$ cat src/rtl/assert_macros.svh
// Assertion helpers for the tilt block filter RTL.
// Expects clk and rst in the scope of the including module.
`ifndef ASSERT_MACROS_SVH
`define ASSERT_MACROS_SVH

// Property checked on every rising edge, held off during reset.
`define ASSERT_CLK(label, prop, msg) \
  label: assert property (@(posedge clk) disable iff (rst) (prop)) else $error(msg);

// Implication checked on every rising edge, held off during reset.
`define ASSERT_IMPL(label, ante, cons, msg) \
  label: assert property (@(posedge clk) disable iff (rst) (ante) |-> (cons)) else $error(msg);

`endif

$ cat src/rtl/acb_pkg.sv
// Shared types, codes and tables for the accelerometer tilt block filter.
// No dependencies.
`default_nettype none
package acb_pkg;

  localparam int STEP_W = 4;
  localparam logic [STEP_W-1:0] STEP_GX   = 4'd0;
  localparam logic [STEP_W-1:0] STEP_GY   = 4'd1;
  localparam logic [STEP_W-1:0] STEP_GZ   = 4'd2;
  localparam logic [STEP_W-1:0] STEP_CAL  = 4'd3;
  localparam logic [STEP_W-1:0] STEP_B0   = 4'd4;
  localparam logic [STEP_W-1:0] STEP_B1   = 4'd5;
  localparam logic [STEP_W-1:0] STEP_A1   = 4'd6;
  localparam logic [STEP_W-1:0] STEP_B2   = 4'd7;
  localparam logic [STEP_W-1:0] STEP_A2   = 4'd8;
  localparam logic [STEP_W-1:0] STEP_FILT = 4'd9;

  localparam logic [2:0] REG_CAL_X  = 3'd0;
  localparam logic [2:0] REG_CAL_Y  = 3'd1;
  localparam logic [2:0] REG_CAL_Z  = 3'd2;
  localparam logic [2:0] REG_FILT_X = 3'd3;
  localparam logic [2:0] REG_FILT_Y = 3'd4;
  localparam logic [2:0] REG_FILT_Z = 3'd5;

  localparam int CORDIC_STEPS = 17;
  localparam int SQRT_STEPS = 24;

  typedef struct packed {
    logic              run;
    logic [STEP_W-1:0] step;
    logic              last;
  } lane_ctl_t;

  typedef enum logic [2:0] {S_IDLE, S_LANE, S_PITCH, S_ROLL, S_HOLD} top_state_t;
  typedef enum logic [2:0] {T_IDLE, T_SQA, T_SQB, T_SQRT, T_CHK, T_COR, T_FIN} tilt_state_t;

  function automatic logic signed [15:0] sat16(input logic signed [35:0] v);
    if (v > 36'sd32767) return 16'sh7fff;
    else if (v < -36'sd32768) return 16'sh8000;
    else return v[15:0];
  endfunction

  // atan(2^-i) in degrees, scaled 2^16
  function automatic logic signed [24:0] atan_entry(input logic [4:0] i);
    case (i)
      5'd0:    return 25'sd2949120;
      5'd1:    return 25'sd1740967;
      5'd2:    return 25'sd919879;
      5'd3:    return 25'sd466945;
      5'd4:    return 25'sd234379;
      5'd5:    return 25'sd117304;
      5'd6:    return 25'sd58666;
      5'd7:    return 25'sd29335;
      5'd8:    return 25'sd14668;
      5'd9:    return 25'sd7334;
      5'd10:   return 25'sd3667;
      5'd11:   return 25'sd1833;
      5'd12:   return 25'sd917;
      5'd13:   return 25'sd458;
      5'd14:   return 25'sd229;
      5'd15:   return 25'sd115;
      5'd16:   return 25'sd57;
      default: return 25'sd0;
    endcase
  endfunction

endpackage
`default_nettype wire

$ cat src/rtl/acb_lane.sv
// One axis lane: calibration and running biquad over the block, at most one MAC per step.
// Depends on acb_pkg.
`default_nettype none
module acb_lane (
  input  logic                     clk,
  input  logic                     rst,
  input  acb_pkg::lane_ctl_t       ctl,
  input  logic [63:0]              cal_row,
  input  logic [59:0]              coeffs,
  input  logic signed [15:0]       raw_x,
  input  logic signed [15:0]       raw_y,
  input  logic signed [15:0]       raw_z,
  output logic signed [15:0]       filt_out
);
  import acb_pkg::*;

  logic signed [35:0] acc;
  logic signed [15:0] xn, x1, x2, y1, y2;
  logic signed [15:0] op_a, op_b;
  logic signed [31:0] prod;
  logic signed [35:0] cal_q, filt_q;
  logic signed [15:0] y_new;

  always_comb begin
    op_a = '0;
    op_b = '0;
    case (ctl.step) inside
      STEP_GX: begin op_a = cal_row[15:0];  op_b = raw_x; end
      STEP_GY: begin op_a = cal_row[31:16]; op_b = raw_y; end
      STEP_GZ: begin op_a = cal_row[47:32]; op_b = raw_z; end
      STEP_B0: begin op_a = {{4{coeffs[11]}}, coeffs[11:0]};  op_b = xn; end
      STEP_B1: begin op_a = {{4{coeffs[23]}}, coeffs[23:12]}; op_b = x1; end
      STEP_A1: begin op_a = {{4{coeffs[47]}}, coeffs[47:36]}; op_b = y1; end
      STEP_B2: begin op_a = {{4{coeffs[35]}}, coeffs[35:24]}; op_b = x2; end
      STEP_A2: begin op_a = {{4{coeffs[59]}}, coeffs[59:48]}; op_b = y2; end
      default: begin op_a = '0; op_b = '0; end
    endcase
  end

  assign prod   = op_a * op_b;
  // offset joins the sum, then round half up from 2^-20 to Q4.12
  assign cal_q  = (acc + 36'(signed'(cal_row[63:48])) + 36'sd128) >>> 8;
  assign filt_q = (acc + 36'sd512) >>> 10;
  assign y_new  = sat16(filt_q);

  always_ff @(posedge clk) begin
    if (rst) begin
      x1 <= '0;
      x2 <= '0;
      y1 <= '0;
      y2 <= '0;
    end else if (ctl.run) begin
      case (ctl.step) inside
        STEP_GX, STEP_B0: acc <= 36'(prod);
        STEP_GY, STEP_GZ, STEP_B1, STEP_A1, STEP_B2, STEP_A2: acc <= acc + 36'(prod);
        STEP_CAL: xn <= sat16(cal_q);
        STEP_FILT: begin
          if (ctl.last) begin
            // next block starts from zero history
            filt_out <= y_new;
            x1 <= '0;
            x2 <= '0;
            y1 <= '0;
            y2 <= '0;
          end else begin
            x2 <= x1;
            x1 <= xn;
            y2 <= y1;
            y1 <= y_new;
          end
        end
        default: ;
      endcase
    end
  end
endmodule
`default_nettype wire

$ cat config.mk
export PLATFORM = sky130hd
export DESIGN_NAME = acb_lane
export DESIGN_NICKNAME = d
export VERILOG_FILES = /design/src/rtl/assert_macros.svh /design/src/rtl/acb_pkg.sv /design/src/rtl/acb_lane.sv
export SDC_FILE = /design/constraint.sdc
export NUM_CORES = 1
export LEC_CHECK = 0
export BUFFER_PORTS_ARGS = -buffer_cell sky130_fd_sc_hd__buf_2
export CORE_MARGIN = 2
export CORE_UTILIZATION = 50
export CTS_CLUSTER_DIAMETER = 50
export DETAILED_ROUTE_END_ITERATION = 16
export GPL_ROUTABILITY_DRIVEN = 0
export PLACE_DENSITY = 0.66
export SYNTH_ARGS = -nofsm -noshare
export SYNTH_HDL_FRONTEND = slang
export SYNTH_SLANG_ARGS = --single-unit
$ cat constraint.sdc
create_clock -name clk -period 15.7 [get_ports clk]
set_clock_uncertainty 0.1 [all_clocks]
set_input_delay 2.355 -clock clk [delete_from_list [all_inputs] [get_ports clk]]
set_output_delay 2.355 -clock clk [all_outputs]
set_load 0.02 [all_outputs]
==> results of run 1 <==
==> sequential cells by signal (all words and copies together) (netlist names) <==
| name | count |
|---|---|
| acc | 36 |
| filt_out | 16 |
| x1 | 16 |
| x2 | 16 |
| xn | 16 |
| y1 | 16 |
| y2 | 16 |
==> layout by cell type, fill, tap and decap left out, types with 36 or more instances in the layout <==
cell      instances
a21o_1           56
inv_1           364
a31oi_1          36
nor3b_1          50
a21oi_1         186
edfxtp_1         68
dfxtp_1          64
o21ai_0         110
nand2_1         248
xnor2_1          62
ha_1            186
nor2_1          348
fa_1            263
xor2_1           43
buf_2           195
==> report_power, final <==
group          total (mW)  leakage (nW)  switching (mW)  internal [mW]
combinational        4.65          9.45            2.75           1.90
sequential          0.669          1.14          0.0855          0.583
clock               0.394         0.283           0.167          0.227
total                5.72          10.9            3.00           2.71
==> area by class of cell <==
cell class | count | area [µm²] | share of cell area, %
repair buffers | 222 | 1179 | 5.104
multi-input cells | 1945 | 15970 | 69.17
flip-flops and latches | 132 | 3323 | 14.39
inverters | 364 | 1366 | 5.917
clock buffers | 18 | 439.2 | 1.902
clock inverters | 14 | 137.6 | 0.5960
well taps | 539 | 674.4 | 2.921
==> synth_stat cells (8+ instances only) <==
master    instances  area share, %
o21ai_0         110            2.6
edfxtp_1         68            9.7
ha_1            186             11
o311ai_0         23           0.96
dfxtp_1          64            6.1
nor3b_1          50            1.8
and3_1           17           0.51
o21bai_1         11           0.39
nand3_1          28           0.67
o31ai_1           8           0.29
o21a_1            8           0.29
buf_2             8           0.19
a31oi_1          36            1.1
a21oi_1         186            4.4
xor2_1           43            1.8
nor2_1          349            6.2
clkbuf_1         84            1.5
nor2b_1          25           0.74
nor4_1           10           0.30
a21o_1           56            2.0
a211oi_1         11           0.39
nand4_1          16           0.48
nand2_1         249            4.4
nand2b_1         26           0.77
inv_1           364            6.5
fa_1            263             25
or2_2             9           0.27
o21ai_1          17           0.40
nor3_1           27           0.64
xnor2_1          62            2.6
==> cell families (layout without fill, tap and decap cells) <==
| kind of cell | Yosys count | count (layout) | share of synthesized area, % |
|---|---|---|---|
| buffers and inverters | 467 | 618 | 8.551 |
| flip-flops | 132 | 132 | 15.78 |
| AO/OA/AOI/OAI | 546 | 546 | 16.82 |
| adder cells (fa/ha/maj) | 449 | 449 | 36.06 |
| AND/OR/NAND/NOR | 839 | 839 | 18.13 |
| XOR/XNOR | 105 | 105 | 4.368 |
| multiplexers | 6 | 6 | 0.2912 |
==> routing by layer <==
metal  GRT usage [%]  vias up  part of all wire, %
met5               0        -                0.019
met4           16.31        2                  6.0
met3           9.047      204                   11
met2           48.01      990                   44
met1           39.83     9178                   40
li1                -     8736                    -
==> worst max path at each step <==
| stage | from | endpoint | slack, ns | depth (start not counted) |
|---|---|---|---|---|
| finish | ctl[3] | acc[35]$_DFFE_PP_ | 1.42 | 40 |
| global route | ctl[3] | acc[35]$_DFFE_PP_ | 0.73 | 40 |
| CTS | ctl[3] | acc[35]$_DFFE_PP_ | 2.26 | 42 |
| detailed placement | ctl[3] | acc[35]$_DFFE_PP_ | 1.85 | 42 |
| global placement | ctl[3] | acc[35]$_DFFE_PP_ | 2.05 | 42 |
| floorplan | ctl[3] | acc[34]$_DFFE_PP_ | 3.42 | 41 |
==> critical path: cells and delay by family <==
family | cells | cell delay [ns]
buffers and inverters | 4 | 0.57
XOR/XNOR | 2 | 0.20
AND/OR/NAND/NOR | 7 | 1.63
adder cells (fa/ha/maj) | 8 | 3.86
AO/OA/AOI/OAI | 19 | 5.71
==> stage by stage <==
step / area [µm²] / std cells
6_report: 23090 / 3234
5_1_grt: 23090 / 3234
4_1_cts: 23080 / 3234
3_5_place_dp: 22510 / 3202
3_3_place_gp: 22510 / 3202
2_1_floorplan: 21060 / 2544
==> summary.md, run 1 <==
| Metric | Value |
|---|---|
| Post-CTS setup buffers | `0` |
| Post-synthesis cell count | `2,544` |
| R2R cell count | `35` |
| Clock sink count | `132` |
| Slew headroom | `17.14%` |
| Synthesized cell area | `21,060 µm²` |
| Maximum root-to-sink buffer count | `2` |
| EDFF count, synth | `68` |
| Post-synthesis sequential area ratio | `15.78%` |
| Worst endpoint required time | `15.77 ns` |
| Vias/cell | `5.909` |
| R2R Setup Slk | `5.04 ns` |
| Slew Viols, Final | `0` |
| H-tree depth | `4` |
| Setup ws final | `1.419 ns` |
| Count of state elements after synthesis | `132` |
| Crit path max fanout | `17` |
| Pre-CTS WS | `1.851 ns` |
| Fmax | `0.07002 GHz` |
| Min-Delay Path Depth | `2` |
| Share of layout cells above drive strength 1 | `11.28%` |
| Drt drc | `0` |
| DR pass1 iterations | `6` |
| Vias | `19,110` |
| Number of global-route vias before repair | `19,000` |
| Design Power | `5.717 mW` |
| Post-Route Setup TNS | `0 ns` |
| Initial Util | `50.42%` |
| HPWL Detailed | `53.73 mm` |
| Die Ht | `209.2 µm` |
| Post-synth ARST share | `0%` |
| Port bufs | `195` |
| Reg2reg end | `acc[35]$_DFFE_PP_` |
| Peak VDD IR | `0.0001943 V` |
| Worst setup EP type | `flip-flop` |
| Hold_ws | `0.3904 ns` |
| Worst hold start | `x2[11]$_SDFFE_PP0P_` |
| Largest net degree at the start of global routing | `101` |
| Outcome | `complete, no violations` |
| Yosys warns | `0` |
| Leak pwr | `10.87 nW` |
| Max cap viols | `0` |
| Pwr Density | `247.6 nW/µm²` |
| Initial drt markers | `1,737` |
| FP Rows | `75` |
| Class of the worst hold path | `reg2reg` |
| Initial antenna violation count | `3` |
| Per-cell routed wire length | `20.70 µm` |
| Fillers | `3,872` |
| Unique masters post-synth | `86` |
| CTS clock-pin slew for the worst setup and hold paths | `0.06 ns` |
| Tot GR Track Use | `31.17%` |
| Synthesized Nets | `3,173` |
| CTS root buf | `clkbuf_16` |
| Worst reg2reg startpoint | `xn[12]$_SDFFCE_PN1P_` |
| Post-route ant nets | `0` |
| Final Hold Vio Count | `0` |
| Worst skew pair latency | `0.43 ns` |
| Fin util | `55.30%` |
| Die Span X | `209.2 µm` |
| CTS tree | `yes` |
| CP max stage cell | `o311ai_0` |
| Critical path startpoint category | `input pin` |
| Setup Viol. Count Final | `0` |
| Overflow after GRT | `0` |
| Layout Nets | `3,311` |
| CP Class | `in2reg` |
| Prevailing post-synth register cell | `edfxtp_1` |
| Syn Area/Cell | `8.276 µm²` |
| Die ar. | `43,770 µm²` |
| Slew @ Worst Pin | `1.243 ns` |
| Period utilisation layout | `90.96%` |
| Global-route wire length before repair | `105.7 mm` |
| N_diodes | `0` |
| End of the worst hold path | `x2[11]$_SDFFE_PP0P_` |
| Core area | `41,760 µm²` |
| CTS buffer count | `17` |
| CP arrival | `14.35 ns` |
| Cells resized by post-CTS repair | `0` |
| Area grow syn2layout | `9.668%` |
| RSZ-0062 raised after global routing | `no` |
| Hold buffers post-CTS | `0` |
| Largest stage delay on the critical path | `1.02 ns` |
| I/O Pins | `196` |
| Final WL | `66.95 mm` |
| Clock period minus worst slack | `14.28 ns` |
(Power assumes the default switching activity.)
==> inputs of run 2 (changes only) <==
==> constraint.sdc (replaced) <==
create_clock -name clk -period 14.4 [get_ports clk]
set_clock_uncertainty 0.1 [all_clocks]
set_input_delay 2.16 -clock clk [delete_from_list [all_inputs] [get_ports clk]]
set_output_delay 2.16 -clock clk [all_outputs]
set_load 0.02 [all_outputs]
==> run 2 against run 1 <==
Compared with the run above: power increased by 8.7%; sequential power grew 10%; sequential share of layout area about the same; clock-buffer cell count is 4 higher; die area unchanged; via count down 0.72%; cell area is 0.10% lower; worst setup slack worse by 0.72 ns; core utilization shrank 0.057 points; highest routed layer unchanged.
==> summary.md, run 2 (same netlist as run 1, synthesis figures left out) <==
| Metric | Value |
|---|---|
| Initial Util | `50.42% (unchanged)` |
| Peak VDD IR | `0.0002312 V (+19%)` |
| CTS tree | `yes` |
| Die ar. | `43,770 µm² (unchanged)` |
| Outcome | `complete, no violations` |
| Die Ht | `209.2 µm (unchanged)` |
| Share of layout cells above drive strength 1 | `11.16% (-0.12 points)` |
| Final WL | `67.04 mm (+0.14%)` |
| Post-route ant nets | `0 (unchanged)` |
| Tot GR Track Use | `31.03% (-0.14 points)` |
| R2R cell count | `37 (+5.7%)` |
| M2 GR Usage | `48.67% (+0.66 points)` |
| Layer with the highest usage | `met2` |
| CP Class | `in2reg` |
| Worst hold start | `y1[11]$_SDFFE_PP0P_` |
| Met3 usage | `8.356% (-0.69 points)` |
| Largest stage delay on the critical path | `0.63 ns (-0.39 ns)` |
| Vias | `18,970 (-0.72%)` |
| Max cap viols | `0 (unchanged)` |
| Max reg flops | `36 (unchanged)` |
| Storage element area | `3323 µm² (unchanged)` |
| Multi-input logic area | `15,960 µm² (about the same)` |
| Clock period minus worst slack | `13.70 ns` |
| Critical path startpoint category | `input pin` |
| Clock sink count | `132 (unchanged)` |
| Port bufs | `195 (unchanged)` |
| N_diodes | `0 (unchanged)` |
| DP Area | `22,530 µm² (about the same)` |
| Post-Route Setup TNS | `0 ns (unchanged)` |
| End of the worst hold path | `y1[11]$_SDFFE_PP0P_` |
| Slew headroom | `17.92% (+0.78 points)` |
| Min-Delay Path Depth | `2 (unchanged)` |
| Slew @ Worst Pin | `1.225 ns (-0.01749 ns)` |
| Pwr Density | `269.4 nW/µm² (+8.8%)` |
| Setup Viol. Count Final | `0 (unchanged)` |
| DR pass1 iterations | `6 (unchanged)` |
| Initial drt markers | `1,558 (-10%)` |
| Fillers | `3,820 (-1.3%)` |
| Hold_ws | `0.3985 ns (+0.008111 ns)` |
| Fmax | `0.07299 GHz` |
| Die Span X | `209.2 µm (unchanged)` |
| FP Rows | `75 (unchanged)` |
| Pre-CTS WS | `0.6051 ns (-1.246 ns)` |
| CTS buffer count | `17 (unchanged)` |
| I/O Pins | `196 (unchanged)` |
| Design Power | `6.215 mW (+8.7%)` |
| Met1 usage | `39.69% (-0.14 points)` |
| Per-cell routed wire length | `20.71 µm (about the same)` |
| Worst reg2reg startpoint | `y1[14]$_SDFFE_PP0P_` |
| Worst endpoint required time | `14.47 ns (-1.30 ns)` |
| Setup ws final | `0.6990 ns (-0.7201 ns)` |
| Hold buffers post-CTS | `0 (unchanged)` |
| Number of global-route vias before repair | `18,810 (-0.99%)` |
| Leak pwr | `10.87 nW (about the same)` |
| CTS clock-pin slew for the worst setup and hold paths | `0.06 ns (about the same)` |
| Period utilisation layout | `95.15%` |
| Slew Viols, Final | `0 (unchanged)` |
| Drt drc | `0 (unchanged)` |
| CTS root buf | `clkbuf_16` |
| Crit path max fanout | `17 (unchanged)` |
| R2R Setup Slk | `3.41 ns (-1.63 ns)` |
| Biggest register | `acc` |
| Largest net degree at the start of global routing | `101 (unchanged)` |
| Area grow syn2layout | `9.555%` |
| Setup crit start | `ctl[3]` |
| Layout Nets | `3,314 (+0.091%)` |
| RSZ-0062 raised after global routing | `no` |
| Final Hold Vio Count | `0 (unchanged)` |
| Worst skew pair latency | `0.43 ns (about the same)` |
| Most frequent cells in the layout | `364 x inv_1, 348 x nor2_1, 263 x fa_1` |
| Commonest non-fill, non-tap cell in the layout | `inv_1` |
| H-tree depth | `4 (unchanged)` |
| HPWL Detailed | `54.06 mm (+0.61%)` |
| Maximum root-to-sink buffer count | `2 (unchanged)` |
| Finished Cell Area | `23,070 µm² (-0.10%)` |
| Initial antenna violation count | `2 (-1)` |
| Reg2reg end | `acc[35]$_DFFE_PP_` |
| Overflow after GRT | `0 (unchanged)` |
| Class of the worst hold path | `reg2reg` |
| Worst setup EP type | `flip-flop` |
| Global-route wire length before repair | `105.0 mm (-0.74%)` |
| Core area | `41,760 µm² (unchanged)` |
| CP max stage cell | `nor3_2` |
| Vias/cell | `5.861 (-0.81%)` |
| CP arrival | `13.77 ns (-0.58 ns)` |
-- run 2: changes by cell type in the layout (fill, tap and decap cells not counted), sizes merged --
cell / before / now
clkinvlp: 2 / 0
clkbuf: 18 / 22
inv: 374 / 368
clkinv: 1 / 6
bufinv: 1 / 0
buf: 222 / 225
-- run 2: layout make-up --
type	instances	area share (%)
multi-input cells	1945	69.21
flip-flops and latches	132	14.41
well taps	539	2.924
inverters	364	5.923
clock buffers	22	2.018
repair buffers	225	5.207
clock inverters	10	0.3146
-- run 2: timing repair --
item | CTS | global route
setup endpoints to repair | 0 | 2
setup buffers | 0 | 0
gates resized for setup | 0 | 1
-- run 2: how the worst max path moves through the flow --
stage | end | slack [ns] | cells after the start
final | acc[35]$_DFFE_PP_ | 0.70 | 40
after global routing | acc[35]$_DFFE_PP_ | 0.01 | 40
after CTS | acc[35]$_DFFE_PP_ | 0.97 | 40
after detailed placement | acc[35]$_DFFE_PP_ | 0.61 | 40
after global placement | acc[35]$_DFFE_PP_ | 0.79 | 40
after floorplan | acc[34]$_DFFE_PP_ | 2.31 | 41
-- run 2: layer usage --
metal | up-vias | share of wire, % | wire length [µm]
li1 | 8738 | - | -
met1 | 9177 | 40 | 26690
met2 | 878 | 45 | 29970
met3 | 175 | 9.7 | 6529
met4 | 4 | 5.7 | 3826
met5 | - | 0.040 | 27
-- run 2: critical path: cells and delay by family --
kind / cells / cell delay [ns]
buf+inv: 5 / 0.70
fa+ha+maj: 8 / 3.92
simple gates: 6 / 1.76
xor+xnor: 2 / 0.20
compound gates: 19 / 5.02
-- run 2: through the flow --
| step | std cells | utilization (%) |
|---|---|---|
| after floorplan | 2544 | - |
| after CTS | 3237 | 55.24 |
| after global placement | 3205 | 53.95 |
| after detailed placement | 3205 | 53.95 |
| after global routing | 3237 | 55.24 |
| final | 3237 | 55.24 |
-- run 2: where the power goes --
part           total (mW)  internal, mW  switching [mW]
Combinational        5.07          2.08            2.99
Sequential          0.738         0.636           0.102
Clock               0.406         0.232           0.174
Total                6.21          2.95            3.27
